## src/sv/wmm_pkg.sv

```systemverilog
// Shared types and constants for the WMM access-category transmit scheduler.
// Holds command codes, queue codes and the transaction and status structs.
// Depends on nothing; every other file imports it.
package wmm_pkg;

  localparam int NUM_Q = 4;
  localparam int QW    = 2;
  localparam int HW    = 8;
  localparam int UPW   = 8;
  localparam int CMDW  = 2;

  // Command codes.
  localparam logic [CMDW-1:0] CMD_ENQ    = 2'd0;
  localparam logic [CMDW-1:0] CMD_DEQ    = 2'd1;
  localparam logic [CMDW-1:0] CMD_RESUME = 2'd2;

  // Queue codes, highest priority first.
  localparam logic [QW-1:0] Q_VOICE       = 2'd0;
  localparam logic [QW-1:0] Q_VIDEO       = 2'd1;
  localparam logic [QW-1:0] Q_BEST_EFFORT = 2'd2;
  localparam logic [QW-1:0] Q_BACKGROUND  = 2'd3;

  // A classified transaction as it travels from the front to the back.
  typedef struct packed {
    logic [CMDW-1:0]  cmd;
    logic [QW-1:0]    queue;
    logic [HW-1:0]    handle;
    logic             enabled;
    logic [NUM_Q-1:0] dnf;
    logic [NUM_Q-1:0] act;
  } wmm_item_t;

  // Status flags of one access-category queue.
  typedef struct packed {
    logic full;
    logic almost_full;
    logic nonempty;
    logic multi;
    logic below_half;
  } wmm_qstat_t;

endpackage

```

## src/sv/wmm_front.sv

```systemverilog
// Front end: accepts input transactions and classifies them.
// Maps the user priority to a target queue and holds one transaction.
// Depends on wmm_pkg.
module wmm_front
  import wmm_pkg::*;
(
  input  logic             clk,
  input  logic             rst_n,
  input  logic             in_valid,
  output logic             in_stall,
  input  logic [CMDW-1:0]  in_command,
  input  logic [HW-1:0]    in_handle,
  input  logic [UPW-1:0]   in_user_priority,
  input  logic             in_user_tx_enabled,
  input  logic [NUM_Q-1:0] in_downstream_not_full,
  input  logic [NUM_Q-1:0] in_queue_active,
  output logic             item_valid,
  output wmm_item_t        item,
  input  logic             item_full
);

  logic      valid_r, valid_nxt;
  wmm_item_t item_r;
  wmm_item_t item_nxt;
  logic      accept;

  function automatic logic [QW-1:0] map_priority(input logic [UPW-1:0] up);
    logic [QW-1:0] q;
    case (up)
      8'd7, 8'd6: q = Q_VOICE;
      8'd5, 8'd4: q = Q_VIDEO;
      8'd2, 8'd1: q = Q_BACKGROUND;
      default:    q = Q_BEST_EFFORT;
    endcase
    return q;
  endfunction

  assign in_stall = valid_r & item_full;
  assign accept   = in_valid & ~in_stall;

  always_comb begin
    item_nxt.cmd     = in_command;
    item_nxt.queue   = map_priority(in_user_priority);
    item_nxt.handle  = in_handle;
    item_nxt.enabled = in_user_tx_enabled;
    item_nxt.dnf     = in_downstream_not_full;
    item_nxt.act     = in_queue_active;
    valid_nxt        = accept | (valid_r & item_full);
  end

  always_ff @(posedge clk) begin
    if (!rst_n) begin
      valid_r <= 1'b0;
    end else begin
      valid_r <= valid_nxt;
    end
  end

  always_ff @(posedge clk) begin
    if (accept) begin
      item_r <= item_nxt;
    end
  end

  assign item_valid = valid_r;
  assign item       = item_r;

endmodule

```

## src/sv/wmm_cmdq.sv

```systemverilog
// Two-entry transaction queue between the front and the back.
// Lets either side stall without holding up the other.
// Depends on wmm_pkg.
module wmm_cmdq
  import wmm_pkg::*;
(
  input  logic      clk,
  input  logic      rst_n,
  input  logic      push,
  input  wmm_item_t push_item,
  output logic      full,
  output logic      head_valid,
  output wmm_item_t head_item,
  input  logic      pop
);

  wmm_item_t  slot_r [2];
  logic       wr_ptr_r, wr_ptr_nxt;
  logic       rd_ptr_r, rd_ptr_nxt;
  logic [1:0] count_r, count_nxt;
  logic       do_push, do_pop;

  assign full       = count_r == 2'd2;
  assign head_valid = count_r != 2'd0;
  assign head_item  = slot_r[rd_ptr_r];
  assign do_push    = push & ~full;
  assign do_pop     = pop & head_valid;

  always_comb begin
    wr_ptr_nxt = wr_ptr_r ^ do_push;
    rd_ptr_nxt = rd_ptr_r ^ do_pop;
    count_nxt  = count_r + {1'b0, do_push} - {1'b0, do_pop};
  end

  always_ff @(posedge clk) begin
    if (!rst_n) begin
      wr_ptr_r <= 1'b0;
      rd_ptr_r <= 1'b0;
      count_r  <= 2'd0;
    end else begin
      wr_ptr_r <= wr_ptr_nxt;
      rd_ptr_r <= rd_ptr_nxt;
      count_r  <= count_nxt;
    end
  end

  always_ff @(posedge clk) begin
    if (do_push) begin
      slot_r[wr_ptr_r] <= push_item;
    end
  end

endmodule

```

## src/sv/wmm_acq.sv

```systemverilog
// One access-category FIFO of packet handles with its pointers and fill count.
// The handle store is a memory with a registered read port.
// Depends on wmm_pkg.
module wmm_acq
  import wmm_pkg::*;
#(
  parameter int DEPTH = 16
) (
  input  logic          clk,
  input  logic          rst_n,
  input  logic          push,
  input  logic [HW-1:0] push_data,
  input  logic          pop,
  output logic [HW-1:0] rd_data,
  output wmm_qstat_t    stat
);

  localparam int PW = (DEPTH > 1) ? $clog2(DEPTH) : 1;
  localparam int CW = $clog2(DEPTH + 1);
  localparam logic [PW-1:0] PTR_LAST = PW'(DEPTH - 1);
  localparam logic [CW-1:0] CNT_FULL = CW'(DEPTH);
  localparam logic [CW-1:0] CNT_LAST = CW'(DEPTH - 1);
  localparam logic [CW-1:0] CNT_HALF = CW'(DEPTH / 2);

  logic [HW-1:0] mem [DEPTH];
  logic [HW-1:0] rd_data_r;
  logic [PW-1:0] wr_ptr_r, wr_ptr_nxt;
  logic [PW-1:0] rd_ptr_r, rd_ptr_nxt;
  logic [CW-1:0] count_r, count_nxt;

  always_comb begin
    wr_ptr_nxt = wr_ptr_r;
    rd_ptr_nxt = rd_ptr_r;
    count_nxt  = count_r;
    if (push) begin
      wr_ptr_nxt = (wr_ptr_r == PTR_LAST) ? '0 : wr_ptr_r + PW'(1);
      count_nxt  = count_r + CW'(1);
    end
    if (pop) begin
      rd_ptr_nxt = (rd_ptr_r == PTR_LAST) ? '0 : rd_ptr_r + PW'(1);
      count_nxt  = count_r - CW'(1);
    end
  end

  always_ff @(posedge clk) begin
    if (!rst_n) begin
      wr_ptr_r <= '0;
      rd_ptr_r <= '0;
      count_r  <= '0;
    end else begin
      wr_ptr_r <= wr_ptr_nxt;
      rd_ptr_r <= rd_ptr_nxt;
      count_r  <= count_nxt;
    end
  end

  always_ff @(posedge clk) begin
    if (push) begin
      mem[wr_ptr_r] <= push_data;
    end
  end

  // The read data holds until the next pop, so a stalled result keeps its handle.
  always_ff @(posedge clk) begin
    if (pop) begin
      rd_data_r <= mem[rd_ptr_r];
    end
  end

  assign rd_data          = rd_data_r;
  assign stat.full        = count_r == CNT_FULL;
  assign stat.almost_full = count_r == CNT_LAST;
  assign stat.nonempty    = count_r != '0;
  assign stat.multi       = count_r > CW'(1);
  assign stat.below_half  = count_r < CNT_HALF;

endmodule

```

## src/sv/wmm_back.sv

```systemverilog
// Back end: executes enqueue, dequeue and resume transactions on the four queues.
// Owns the queues and the registered result stage.
// Depends on wmm_pkg and wmm_acq.
module wmm_back
  import wmm_pkg::*;
#(
  parameter int VOICE_DEPTH       = 16,
  parameter int VIDEO_DEPTH       = 16,
  parameter int BEST_EFFORT_DEPTH = 16,
  parameter int BACKGROUND_DEPTH  = 16
) (
  input  logic          clk,
  input  logic          rst_n,
  input  logic          head_valid,
  input  wmm_item_t     head_item,
  output logic          head_pop,
  output logic          out_valid,
  input  logic          out_stall,
  output logic          out_rejected,
  output logic [HW-1:0] out_rejected_handle,
  output logic          out_flow_go,
  output logic          out_out_valid,
  output logic [HW-1:0] out_out_handle,
  output logic [QW-1:0] out_out_queue,
  output logic          out_more,
  output logic          out_resume
);

  wmm_qstat_t       qstat   [NUM_Q];
  logic [HW-1:0]    rd_data [NUM_Q];
  logic [NUM_Q-1:0] push;
  logic [NUM_Q-1:0] pop;
  logic             fire;

  logic             pick_found;
  logic [QW-1:0]    pick_q;
  logic             more_now;
  logic             resume_now;
  logic             act_found;
  logic [NUM_Q-1:0] lower_mask;
  wmm_qstat_t       tgt;

  logic             valid_r, valid_nxt;
  logic             rejected_r, rejected_nxt;
  logic [HW-1:0]    rej_handle_r, rej_handle_nxt;
  logic             flow_go_r, flow_go_nxt;
  logic             deq_valid_r, deq_valid_nxt;
  logic [QW-1:0]    deq_queue_r, deq_queue_nxt;
  logic             more_r, more_nxt;
  logic             resume_r, resume_nxt;

  wmm_acq #(.DEPTH(VOICE_DEPTH)) u_voice (
    .clk(clk), .rst_n(rst_n), .push(push[0]), .push_data(head_item.handle),
    .pop(pop[0]), .rd_data(rd_data[0]), .stat(qstat[0])
  );
  wmm_acq #(.DEPTH(VIDEO_DEPTH)) u_video (
    .clk(clk), .rst_n(rst_n), .push(push[1]), .push_data(head_item.handle),
    .pop(pop[1]), .rd_data(rd_data[1]), .stat(qstat[1])
  );
  wmm_acq #(.DEPTH(BEST_EFFORT_DEPTH)) u_best_effort (
    .clk(clk), .rst_n(rst_n), .push(push[2]), .push_data(head_item.handle),
    .pop(pop[2]), .rd_data(rd_data[2]), .stat(qstat[2])
  );
  wmm_acq #(.DEPTH(BACKGROUND_DEPTH)) u_background (
    .clk(clk), .rst_n(rst_n), .push(push[3]), .push_data(head_item.handle),
    .pop(pop[3]), .rd_data(rd_data[3]), .stat(qstat[3])
  );

  assign fire     = head_valid & (~valid_r | ~out_stall);
  assign head_pop = fire;
  assign tgt      = qstat[head_item.queue];

  // Highest-priority queue that holds a handle and has room downstream.
  always_comb begin
    pick_found = 1'b0;
    pick_q     = Q_VOICE;
    for (int i = 0; i < NUM_Q; i++) begin
      if (!pick_found && head_item.dnf[i] && qstat[i].nonempty) begin
        pick_found = 1'b1;
        pick_q     = QW'(i);
      end
    end
  end

  // After the pop, the served queue still counts only if it held two or more.
  always_comb begin
    more_now = 1'b0;
    for (int j = 0; j < NUM_Q; j++) begin
      if (head_item.dnf[j]) begin
        if (QW'(j) == pick_q) begin
          more_now = more_now | qstat[j].multi;
        end else begin
          more_now = more_now | qstat[j].nonempty;
        end
      end
    end
  end

  always_comb begin
    act_found  = 1'b0;
    resume_now = 1'b1;
    for (int i = 0; i < NUM_Q; i++) begin
      if (!act_found && head_item.act[i]) begin
        act_found  = 1'b1;
        resume_now = qstat[i].below_half;
      end
    end
  end

  assign lower_mask = (NUM_Q'(1) << head_item.queue) - NUM_Q'(1);

  always_comb begin
    push           = '0;
    pop            = '0;
    valid_nxt      = valid_r & out_stall;
    rejected_nxt   = rejected_r;
    rej_handle_nxt = rej_handle_r;
    flow_go_nxt    = flow_go_r;
    deq_valid_nxt  = deq_valid_r;
    deq_queue_nxt  = deq_queue_r;
    more_nxt       = more_r;
    resume_nxt     = resume_r;
    if (fire) begin
      valid_nxt      = 1'b1;
      rejected_nxt   = 1'b0;
      rej_handle_nxt = '0;
      flow_go_nxt    = 1'b0;
      deq_valid_nxt  = 1'b0;
      deq_queue_nxt  = Q_VOICE;
      more_nxt       = 1'b0;
      resume_nxt     = 1'b0;
      case (head_item.cmd)
        CMD_ENQ: begin
          if (tgt.full) begin
            rejected_nxt   = 1'b1;
            rej_handle_nxt = head_item.handle;
          end else begin
            push[head_item.queue] = 1'b1;
          end
          // Go unless the queue is full after this enqueue; a full lower
          // queue may still go while some higher queue is active.
          if (!(tgt.full || tgt.almost_full)) begin
            flow_go_nxt = 1'b1;
          end else if (head_item.queue == Q_VOICE) begin
            flow_go_nxt = 1'b0;
          end else begin
            flow_go_nxt = head_item.enabled & (|(head_item.act & lower_mask));
          end
        end
        CMD_DEQ: begin
          if (pick_found) begin
            pop[pick_q]   = 1'b1;
            deq_valid_nxt = 1'b1;
            deq_queue_nxt = pick_q;
            more_nxt      = more_now;
          end
        end
        CMD_RESUME: begin
          resume_nxt = head_item.enabled & resume_now;
        end
        default: begin
          valid_nxt = 1'b1;
        end
      endcase
    end
  end

  always_ff @(posedge clk) begin
    if (!rst_n) begin
      valid_r <= 1'b0;
    end else begin
      valid_r <= valid_nxt;
    end
  end

  always_ff @(posedge clk) begin
    rejected_r   <= rejected_nxt;
    rej_handle_r <= rej_handle_nxt;
    flow_go_r    <= flow_go_nxt;
    deq_valid_r  <= deq_valid_nxt;
    deq_queue_r  <= deq_queue_nxt;
    more_r       <= more_nxt;
    resume_r     <= resume_nxt;
  end

  assign out_valid           = valid_r;
  assign out_rejected        = rejected_r;
  assign out_rejected_handle = rej_handle_r;
  assign out_flow_go         = flow_go_r;
  assign out_out_valid       = deq_valid_r;
  assign out_out_handle      = deq_valid_r ? rd_data[deq_queue_r] : '0;
  assign out_out_queue       = deq_queue_r;
  assign out_more            = more_r;
  assign out_resume          = resume_r;

endmodule

```

## src/sv/wmm_access_category_tx_scheduler_top.sv

```systemverilog
// WMM access-category transmit scheduler, top level.
// A transaction passes through the front-end register, the transaction queue and the result register.
// Throughput: one transaction per cycle while the result side does not stall; the back end
// does one queue access per cycle and the two-entry transaction queue absorbs stalls.
// Reset (rst_n, synchronous, active low) empties all queues and the pipeline; the handle
// stores are not cleared and need no clearing pass, so the block is ready right after reset.
module wmm_access_category_tx_scheduler_top
  import wmm_pkg::*;
#(
  parameter int VOICE_DEPTH       = 16,
  parameter int VIDEO_DEPTH       = 16,
  parameter int BEST_EFFORT_DEPTH = 16,
  parameter int BACKGROUND_DEPTH  = 16
) (
  input  logic             clk,
  input  logic             rst_n,
  // Input channel: one command transaction per handshake.
  input  logic             in_valid,
  output logic             in_stall,
  input  logic [CMDW-1:0]  in_command,
  input  logic [HW-1:0]    in_handle,
  input  logic [UPW-1:0]   in_user_priority,
  input  logic             in_user_tx_enabled,
  input  logic [NUM_Q-1:0] in_downstream_not_full,
  input  logic [NUM_Q-1:0] in_queue_active,
  // Result channel: one result transaction for every command.
  output logic             out_valid,
  input  logic             out_stall,
  output logic             out_rejected,
  output logic [HW-1:0]    out_rejected_handle,
  output logic             out_flow_go,
  output logic             out_out_valid,
  output logic [HW-1:0]    out_out_handle,
  output logic [QW-1:0]    out_out_queue,
  output logic             out_more,
  output logic             out_resume
);

  // The front end registers each transaction and resolves the user priority
  // to its access category. The transaction queue then decouples it from the
  // back end, which owns the four handle FIFOs and the result register.
  logic      front_valid;
  wmm_item_t front_item;
  logic      cmdq_full;
  logic      head_valid;
  wmm_item_t head_item;
  logic      head_pop;

  wmm_front u_front (
    .clk                    (clk),
    .rst_n                  (rst_n),
    .in_valid               (in_valid),
    .in_stall               (in_stall),
    .in_command             (in_command),
    .in_handle              (in_handle),
    .in_user_priority       (in_user_priority),
    .in_user_tx_enabled     (in_user_tx_enabled),
    .in_downstream_not_full (in_downstream_not_full),
    .in_queue_active        (in_queue_active),
    .item_valid             (front_valid),
    .item                   (front_item),
    .item_full              (cmdq_full)
  );

  wmm_cmdq u_cmdq (
    .clk        (clk),
    .rst_n      (rst_n),
    .push       (front_valid),
    .push_item  (front_item),
    .full       (cmdq_full),
    .head_valid (head_valid),
    .head_item  (head_item),
    .pop        (head_pop)
  );

  // Dequeue serves voice, video, best effort, background in strict order,
  // skipping any queue whose downstream slot is full.
  wmm_back #(
    .VOICE_DEPTH       (VOICE_DEPTH),
    .VIDEO_DEPTH       (VIDEO_DEPTH),
    .BEST_EFFORT_DEPTH (BEST_EFFORT_DEPTH),
    .BACKGROUND_DEPTH  (BACKGROUND_DEPTH)
  ) u_back (
    .clk                 (clk),
    .rst_n               (rst_n),
    .head_valid          (head_valid),
    .head_item           (head_item),
    .head_pop            (head_pop),
    .out_valid           (out_valid),
    .out_stall           (out_stall),
    .out_rejected        (out_rejected),
    .out_rejected_handle (out_rejected_handle),
    .out_flow_go         (out_flow_go),
    .out_out_valid       (out_out_valid),
    .out_out_handle      (out_out_handle),
    .out_out_queue       (out_out_queue),
    .out_more            (out_more),
    .out_resume          (out_resume)
  );

endmodule

```

## config.mk

```make
export PLATFORM = sky130hd
export DESIGN_NAME = wmm_access_category_tx_scheduler_top
export DESIGN_NICKNAME = d
export VERILOG_FILES = /design/src/sv/wmm_pkg.sv /design/src/sv/wmm_front.sv /design/src/sv/wmm_cmdq.sv /design/src/sv/wmm_acq.sv /design/src/sv/wmm_back.sv /design/src/sv/wmm_access_category_tx_scheduler_top.sv
export SDC_FILE = /design/constraint.sdc
export NUM_CORES = 1
export LEC_CHECK = 0
export ABC_AREA = 1
export BUFFER_PORTS_ARGS = -buffer_cell sky130_fd_sc_hd__buf_4
export CORE_ASPECT_RATIO = 1.1
export CORE_MARGIN = 2
export CORE_UTILIZATION = 56
export DETAILED_ROUTE_END_ITERATION = 16
export GPL_ROUTABILITY_DRIVEN = 1
export GPL_TIMING_DRIVEN = 0
export PLACE_DENSITY = 0.72
export SLEW_MARGIN = 40
export SYNTH_ARGS = -nofsm -noshare
export SYNTH_HDL_FRONTEND = slang
export SYNTH_SLANG_ARGS = --single-unit
```

## constraint.sdc

```tcl
create_clock -name clk -period 8 [get_ports clk]
set_clock_uncertainty 0.2 [all_clocks]
set_input_delay 1.6 -clock clk [delete_from_list [all_inputs] [get_ports clk]]
set_output_delay 1.6 -clock clk [all_outputs]
set_load 0.02 [all_outputs]
```

==> results of run 1 <==
## metrics by stage
stage,cells,hold WS [ns]
6_report,3105,0.2454
5_1_grt,3105,0.2459
4_1_cts,3104,0.2452
3_5_place_dp,2984,0.2298
3_3_place_gp,2976,0.2240
2_1_floorplan,2261,0.2215
## final cells by class
class | count | area [um^2]
plain buffers | 116 | 539.3
clock buffers | 87 | 1857
clock inverters | 33 | 385.4
fillers | 3683 | 18010
inverters | 108 | 437.9
multi-input cells | 1356 | 7536
flip-flops and latches | 681 | 19860
well taps | 660 | 825.8
repair buffers | 64 | 584.3
## state kept, by name, summed over array words and instances (netlist names), 8 cells and up, named ones only
register,cells
u_back.u_background.rd_data,8
u_back.u_best_effort.rd_data,8
u_back.u_voice.rd_data,8
u_back.u_best_effort.mem,128
u_back.u_background.mem,128
u_cmdq.slot_r,42
u_back.u_voice.mem,128
u_back.out_rejected_handle,8
u_back.u_video.mem,128
u_front.item,21
u_back.u_video.rd_data,8
## power by group
group | switching (mW) | leakage, nW | total (mW) | internal (mW)
clock network | 1.29 | 1.09 | 3.22 | 1.93
registers | 0.0544 | 6.09 | 4.30 | 4.25
logic | 0.856 | 3.52 | 1.16 | 0.300
total | 2.20 | 10.7 | 8.67 | 6.47
## how the worst max path moves through the flow
| stage | startpoint | to | slack (ns) |
|---|---|---|---|
| floorplan | out_stall | u_cmdq.count_r[1] | 4.26 |
| global placement | out_stall | u_cmdq.count_r[1] | 3.53 |
| detailed placement | out_stall | u_back.u_video.mem[5][1] | 3.80 |
| CTS | u_back.out_out_queue[0] | out_out_handle[2] | 3.70 |
| global route | u_back.out_out_queue[0] | out_out_handle[2] | 3.49 |
| finish | u_back.out_out_queue[0] | out_out_handle[7] | 3.63 |
## logic make-up (layout without fill, tap and decap cells)
group | after synthesis | after routing | synth area share [%]
AND/OR/NAND/NOR | 785 | 785 | 11.98
flip-flops | 681 | 681 | 70.16
AO/OA/AOI/OAI | 429 | 429 | 9.190
buffers and inverters | 224 | 408 | 3.377
multiplexers | 78 | 78 | 2.758
adder cells (fa/ha/maj) | 42 | 42 | 1.857
XOR/XNOR | 22 | 22 | 0.6807
## cell usage in the layout (no fill, tap or decap), types with 4 or more instances in the layout
cell	n
a21oi_1	57
a31oi_1	5
buf_1	4
buf_12	9
buf_2	18
buf_4	56
buf_6	9
bufinv_16	9
clkbuf_1	97
clkbuf_16	71
clkinv_1	16
clkinv_2	10
dfxtp_1	59
edfxtp_1	622
ha_1	40
inv_1	81
inv_2	11
inv_4	9
mux2i_1	78
nand2_1	212
nand2_2	16
nand2_4	9
nand3_1	113
nand4_1	9
nor2_1	373
nor2_2	18
nor3_1	11
o211ai_1	56
o21ai_0	210
o21ai_1	6
o221ai_1	58
o22ai_1	19
o32ai_1	16
or2_2	8
xor2_1	21
## layer usage
metal	wire, um	GRT usage [%]	share of wire (%)
met1	27250	35.52	41
met2	31750	41.56	48
met3	5530	4.356	8.3
met4	2175	10.49	3.3
met5	12	0	0.018
## worst reg2reg max path: stages, from the launching register on
cell     delay [ns]
dfxtp_1        0.40
inv_1          0.13
ha_1           0.28
nand3_1        0.18
nand3_1        0.11
nor2_2         0.24
nand2_2        0.18
inv_2          0.13
nand3_1        0.11
nor2_1         0.72
==> results.md, run 1 <==
* Synth top area cells: edfxtp_1 66%, nor2_1 5.1%, dfxtp_1 4.2%
* Slowest stage delay, CP at 0.45 ns
* CTS Buf Count at 66
* Initial drt markers at 2,094
* Final Cell Area at between 30,000 and 40,000 um^2
* Final hold violation count at 0
* Max Fclk at roughly 230 MHz
* Setup CP Type: reg -> out
* Dominant cell type by area after synthesis: edfxtp_1
* Post-synth top cells: 622 x edfxtp_1, 385 x nor2_1, 212 x nand2_1
* Hold crit path type: reg -> reg
* Share of layout cells above drive strength 1 at between 10% and 20%
* Leakage at roughly 11 nW
* Final critical-path share of the clock period at 54.62%
* Final setup vio count at 0
* Worst path cell trace: clkbuf_1 -> clkbuf_1 -> nor2_1 -> nor2_1 -> o21ai_0 -> a21oi_1 -> buf_4
* Starting Density at a little under three fifths
* Clk sinks at a little under 700
* Diodes inserted at 0
* Number of cells on the critical path at 7
* Most frequent cell after synthesis: edfxtp_1
* Post-synthesis cell type count at 45
* DR pass1 iterations at 6
* Pre-CTS WS at approximately 3.8 ns
* FF+latch count, synth at slightly below 700
* Fin nets at 2,466
* Post_cts resized at 0
* Worst Hold Path EP: u_cmdq.slot_r[1][11]
* Synth top area share at between 60% and 70%
* Maximum VDD drop at approximately 0.33 mV
* CP Capture Type: output pin
* Routed WL at between 60,000 and 70,000 um
* Flop2flop setup slack at 4.94 ns
* Worst skew pair latency at roughly 0.6 ns
* Antenna violations before repair at 1
* Syn_area_per_cell at ~13 um^2
* Minimum clock period at 4.370 ns
* PwrDens at approximately 270 nW/um^2
* Number of max-cap violations at 0
* Tot Pwr at about 8.7 mW
* H-Tree Level Count at 3
* Setup TNS at 0 ns
* Slew HR at around two fifths
* Die X at ~220 um
* Row count at 86
* WP buf/inv at 3
* Post-synthesis cell count at between 2,000 and 2,500
* Via count at between 15,000 and 20,000
* CP Launch Type: flip-flop
* Status: completed
* Worst-path maximum fanout at 10
* Buffers on Ports at 55
* Die footprint at approximately 52,000 um^2
* Chip height at about 240 um
* Hold_sp: u_front.item[11]
* Post-CTS repair timing setup buffer count at 0
* Worst r2r dst: u_back.u_background.mem[3][0]
* CTS tree: built
* Sequential fraction of the synthesis area at roughly 70%
* Final Max Slew Viols at 0
* Gpl congestion at a little under 0.9
* Antenna viol nets, final at 0
* Clk buf depth at 3
* Root buf cell: clkbuf_16
* Async S/R FF share, synth at 0%
* Post-synth EDFFs at between 600 and 700
* Warnings, synthesis at 0
* Pin count of the biggest net entering global routing at between 40 and 50
* Worst hold path cell count at 0
* Final WS setup at approximately 3.6 ns
* Vias in the first global route at ~18,000
* Tightest Pin Transition at ~0.92 ns
* CP Data Arrival Time at ~2.6 ns
* # DRC at 0
* Core area at roughly 50,000 um^2
* Crit-path slowest cell: edfxtp_1
* Final core occ at ~64%
* Cell Area, Synth at 28,310 um^2
* Worst r2r src: u_back.u_background.count_r[0]
* GRT Total Usage at 25.94%
* Hold buffers post-CTS at 0
* IO Pins at 56
* CP Data Required Time at between 6 and 7 ns
* WL/cell at 21.49 um
* Crit path max-delay family: buffers and inverters
* Register-to-Register Path Depth at 9
* Clk slew on worst S/H paths at roughly 0.060 ns
* Area Growth Syn to Fin at 13.14%
* First-pass GRT wire length at 102,600 um
* Commonest register cell after synthesis: edfxtp_1
* Mapped Nets at 2,334
* Grt ovf at 0
* Detailed placement HPWL at about 44,000 um
* RSZ-0062 raised after global routing: false
* Post-DP Area at a little under 30,000 um^2
* Vias per inst at about 6
No activity file was read; power rests on OpenSTA's default activity.
==> inputs of run 2 (changes only) <==
==> constraint.sdc (replaced) <==
create_clock -name clk -period 4.15 [get_ports clk]
set_clock_uncertainty 0.2 [all_clocks]
set_input_delay 0.83 -clock clk [delete_from_list [all_inputs] [get_ports clk]]
set_output_delay 0.83 -clock clk [all_outputs]
set_load 0.02 [all_outputs]
==> run 2 against run 1 <==
  * Count of clock-buffer cells in the layout unchanged
  * Critical path depth unchanged
  * Flip-flop and latch count is the same
  * Setup slack got worse by 3.1 ns
  * Non-clock buffer count stayed put
  * Cell count is the same
  * Combinational power rose by 91%
  * Global-route usage stayed put
  * Hold slack worse by 0.035 ns
  * Cell area is the same
  * Power rose by 93%
  * Critical endpoint unchanged
  * Largest power group unchanged
==> results.md, run 2 (synthesized netlist as in run 1, its figures left out) <==
* Status: completed
* Minimum clock period at around 3.6 ns
* Final critical-path share of the clock period at 86.45%
* Clk slew on worst S/H paths at ~0.07 ns
* Commonest non-fill, non-tap cell in the layout: edfxtp_1
* Post-CTS repair timing setup buffer count at 0
* Slew HR at roughly two fifths
* Chip height at between 200 and 250 um
* Worst skew pair latency at around 0.60 ns
* Antenna viol nets, final at 0
* Diodes inserted at 0
* Hold crit path type: in -> reg
* Pin count of the biggest net entering global routing at 43
* Worst-path maximum fanout at 10
* Starting Density at roughly 57%
* Root buf cell: clkbuf_16
* Initial drt markers at just over 2,000
* First-pass GRT wire length at 102,600 um
* Post_cts resized at 0
* Die X at ~220 um
* Clk network pwr share at between 30 and 40%
* CP Data Required Time at about 3.1 ns
* Pre-CTS WS at just over 0.7 ns
* Setup CP Type: reg -> out
* Final Max Slew Viols at 0
* Setup TNS at 0 ns
* Number of max-cap violations at 0
* # DRC at 0
* Vias per inst at between 5 and 6
* Max Fclk at ~280 MHz
* Detailed placement HPWL at 44,500 um
* Hold buffers post-CTS at 0
* Vias in the first global route at 18,180
* Maximum VDD drop at between 0.6 and 0.7 mV
* Final WS setup at ~0.56 ns
* Clk buf depth at 3
* Final hold violation count at 0
* CTS Buf Count at 66
* Row count at 86
* Die footprint at ~52,000 um^2
* Routed WL at approximately 67,000 um
* Tightest Pin Transition at around 0.91 ns
* Grt ovf at 0
* Fin nets at 2,466
* Hold_sp: in_user_tx_enabled
* Comb pwr share at 13.3%
* Share of layout cells above drive strength 1 at 11.33%
* PwrDens at 521.8 nW/um^2
* Gpl congestion at 0.8862
* H-Tree Level Count at 3
* Tot Pwr at 16.71 mW
* IO Pins at 56
* CTS tree: built
* Clk sinks at about 700
* RSZ-0062 raised after global routing: false
* Via count at about 19,000
* CP Capture Type: output pin
* Antenna violations before repair at 1
* Core area at ~50,000 um^2
* FILL cells at between 3,000 and 4,000
* Cell internal pwr at ~12 mW
* Area Growth Syn to Fin at 13.14%
* Final setup vio count at 0
* Worst r2r src: u_back.u_background.count_r[0]
* GRT Total Usage at about a quarter
* CP Launch Type: flip-flop
* CP Data Arrival Time at about 2.6 ns
* WL/cell at around 21 um
* Setup crit start: u_back.out_out_queue[0]
* Buffers on Ports at 55
* Sw Ratio at 25.34%
* Net Switching at 4.235 mW
* Most frequent cells in the layout: 622 x edfxtp_1, 373 x nor2_1, 212 x nand2_1, 210 x o21ai_0, 113 x nand3_1
* Leakage at between 10 and 15 nW
* Reg power frac at between 40% and 50%
* DR pass1 iterations at 6
run 2: area by class of cell:
| cell class | instances | area, um^2 | area share (%) |
|---|---|---|---|
| flip-flops and latches | 681 | 19860 | 62.01 |
| multi-input cells | 1356 | 7536 | 23.53 |
| clock buffers | 87 | 1857 | 5.798 |
| well taps | 660 | 825.8 | 2.579 |
| repair buffers | 64 | 584.3 | 1.825 |
| plain buffers | 116 | 539.3 | 1.684 |
| inverters | 108 | 437.9 | 1.367 |
| clock inverters | 33 | 385.4 | 1.203 |
run 2: critical path: stages (launching register included):
cell and delay, ns:
edfxtp_1 0.44, clkbuf_1 0.28, clkbuf_1 0.34, nor2_1 0.10, nor2_1 0.14, o21ai_0 0.11, a21oi_1 0.33, buf_4 0.21
run 2: stage by stage:
stage,hold slack (ns),cell area (um^2),cells,utilization [%]
after global placement,0.2240,29540,2976,59.05
after detailed placement,0.2298,29740,2984,59.44
after floorplan,0.2215,28310,2261,-
after global routing,0.1918,32020,3105,64.00
final,0.2105,32020,3105,64.00
after CTS,0.1847,31980,3104,63.92
run 2: worst paths after layout:
kind | to | slack (ns) | cells after the start
worst min register to register | u_cmdq.slot_r[1][11] | 0.25 | 0
worst min-delay path | u_front.item[8] | 0.21 | 1
worst max-delay path | out_out_handle[7] | 0.56 | 7
worst max register to register | u_back.u_background.mem[3][0] | 1.11 | 9
run 2: power groups by stage:
stage | clock network, mW | logic (mW) | registers (mW)
floorplan | 0 | 1.11 | 8.50
global placement | 0 | 2.00 | 8.50
detailed placement | 0 | 2.22 | 8.43
CTS | 6.25 | 2.22 | 8.29
global route | 6.55 | 2.41 | 8.30
finish | 6.20 | 2.22 | 8.29
run 2: layer usage:
layer / wire, um / global-route usage [%]
met3: 5330 / 4.356
met2: 31770 / 41.56
met1: 27360 / 35.52
met5: 12 / 0
met4: 2169 / 10.49
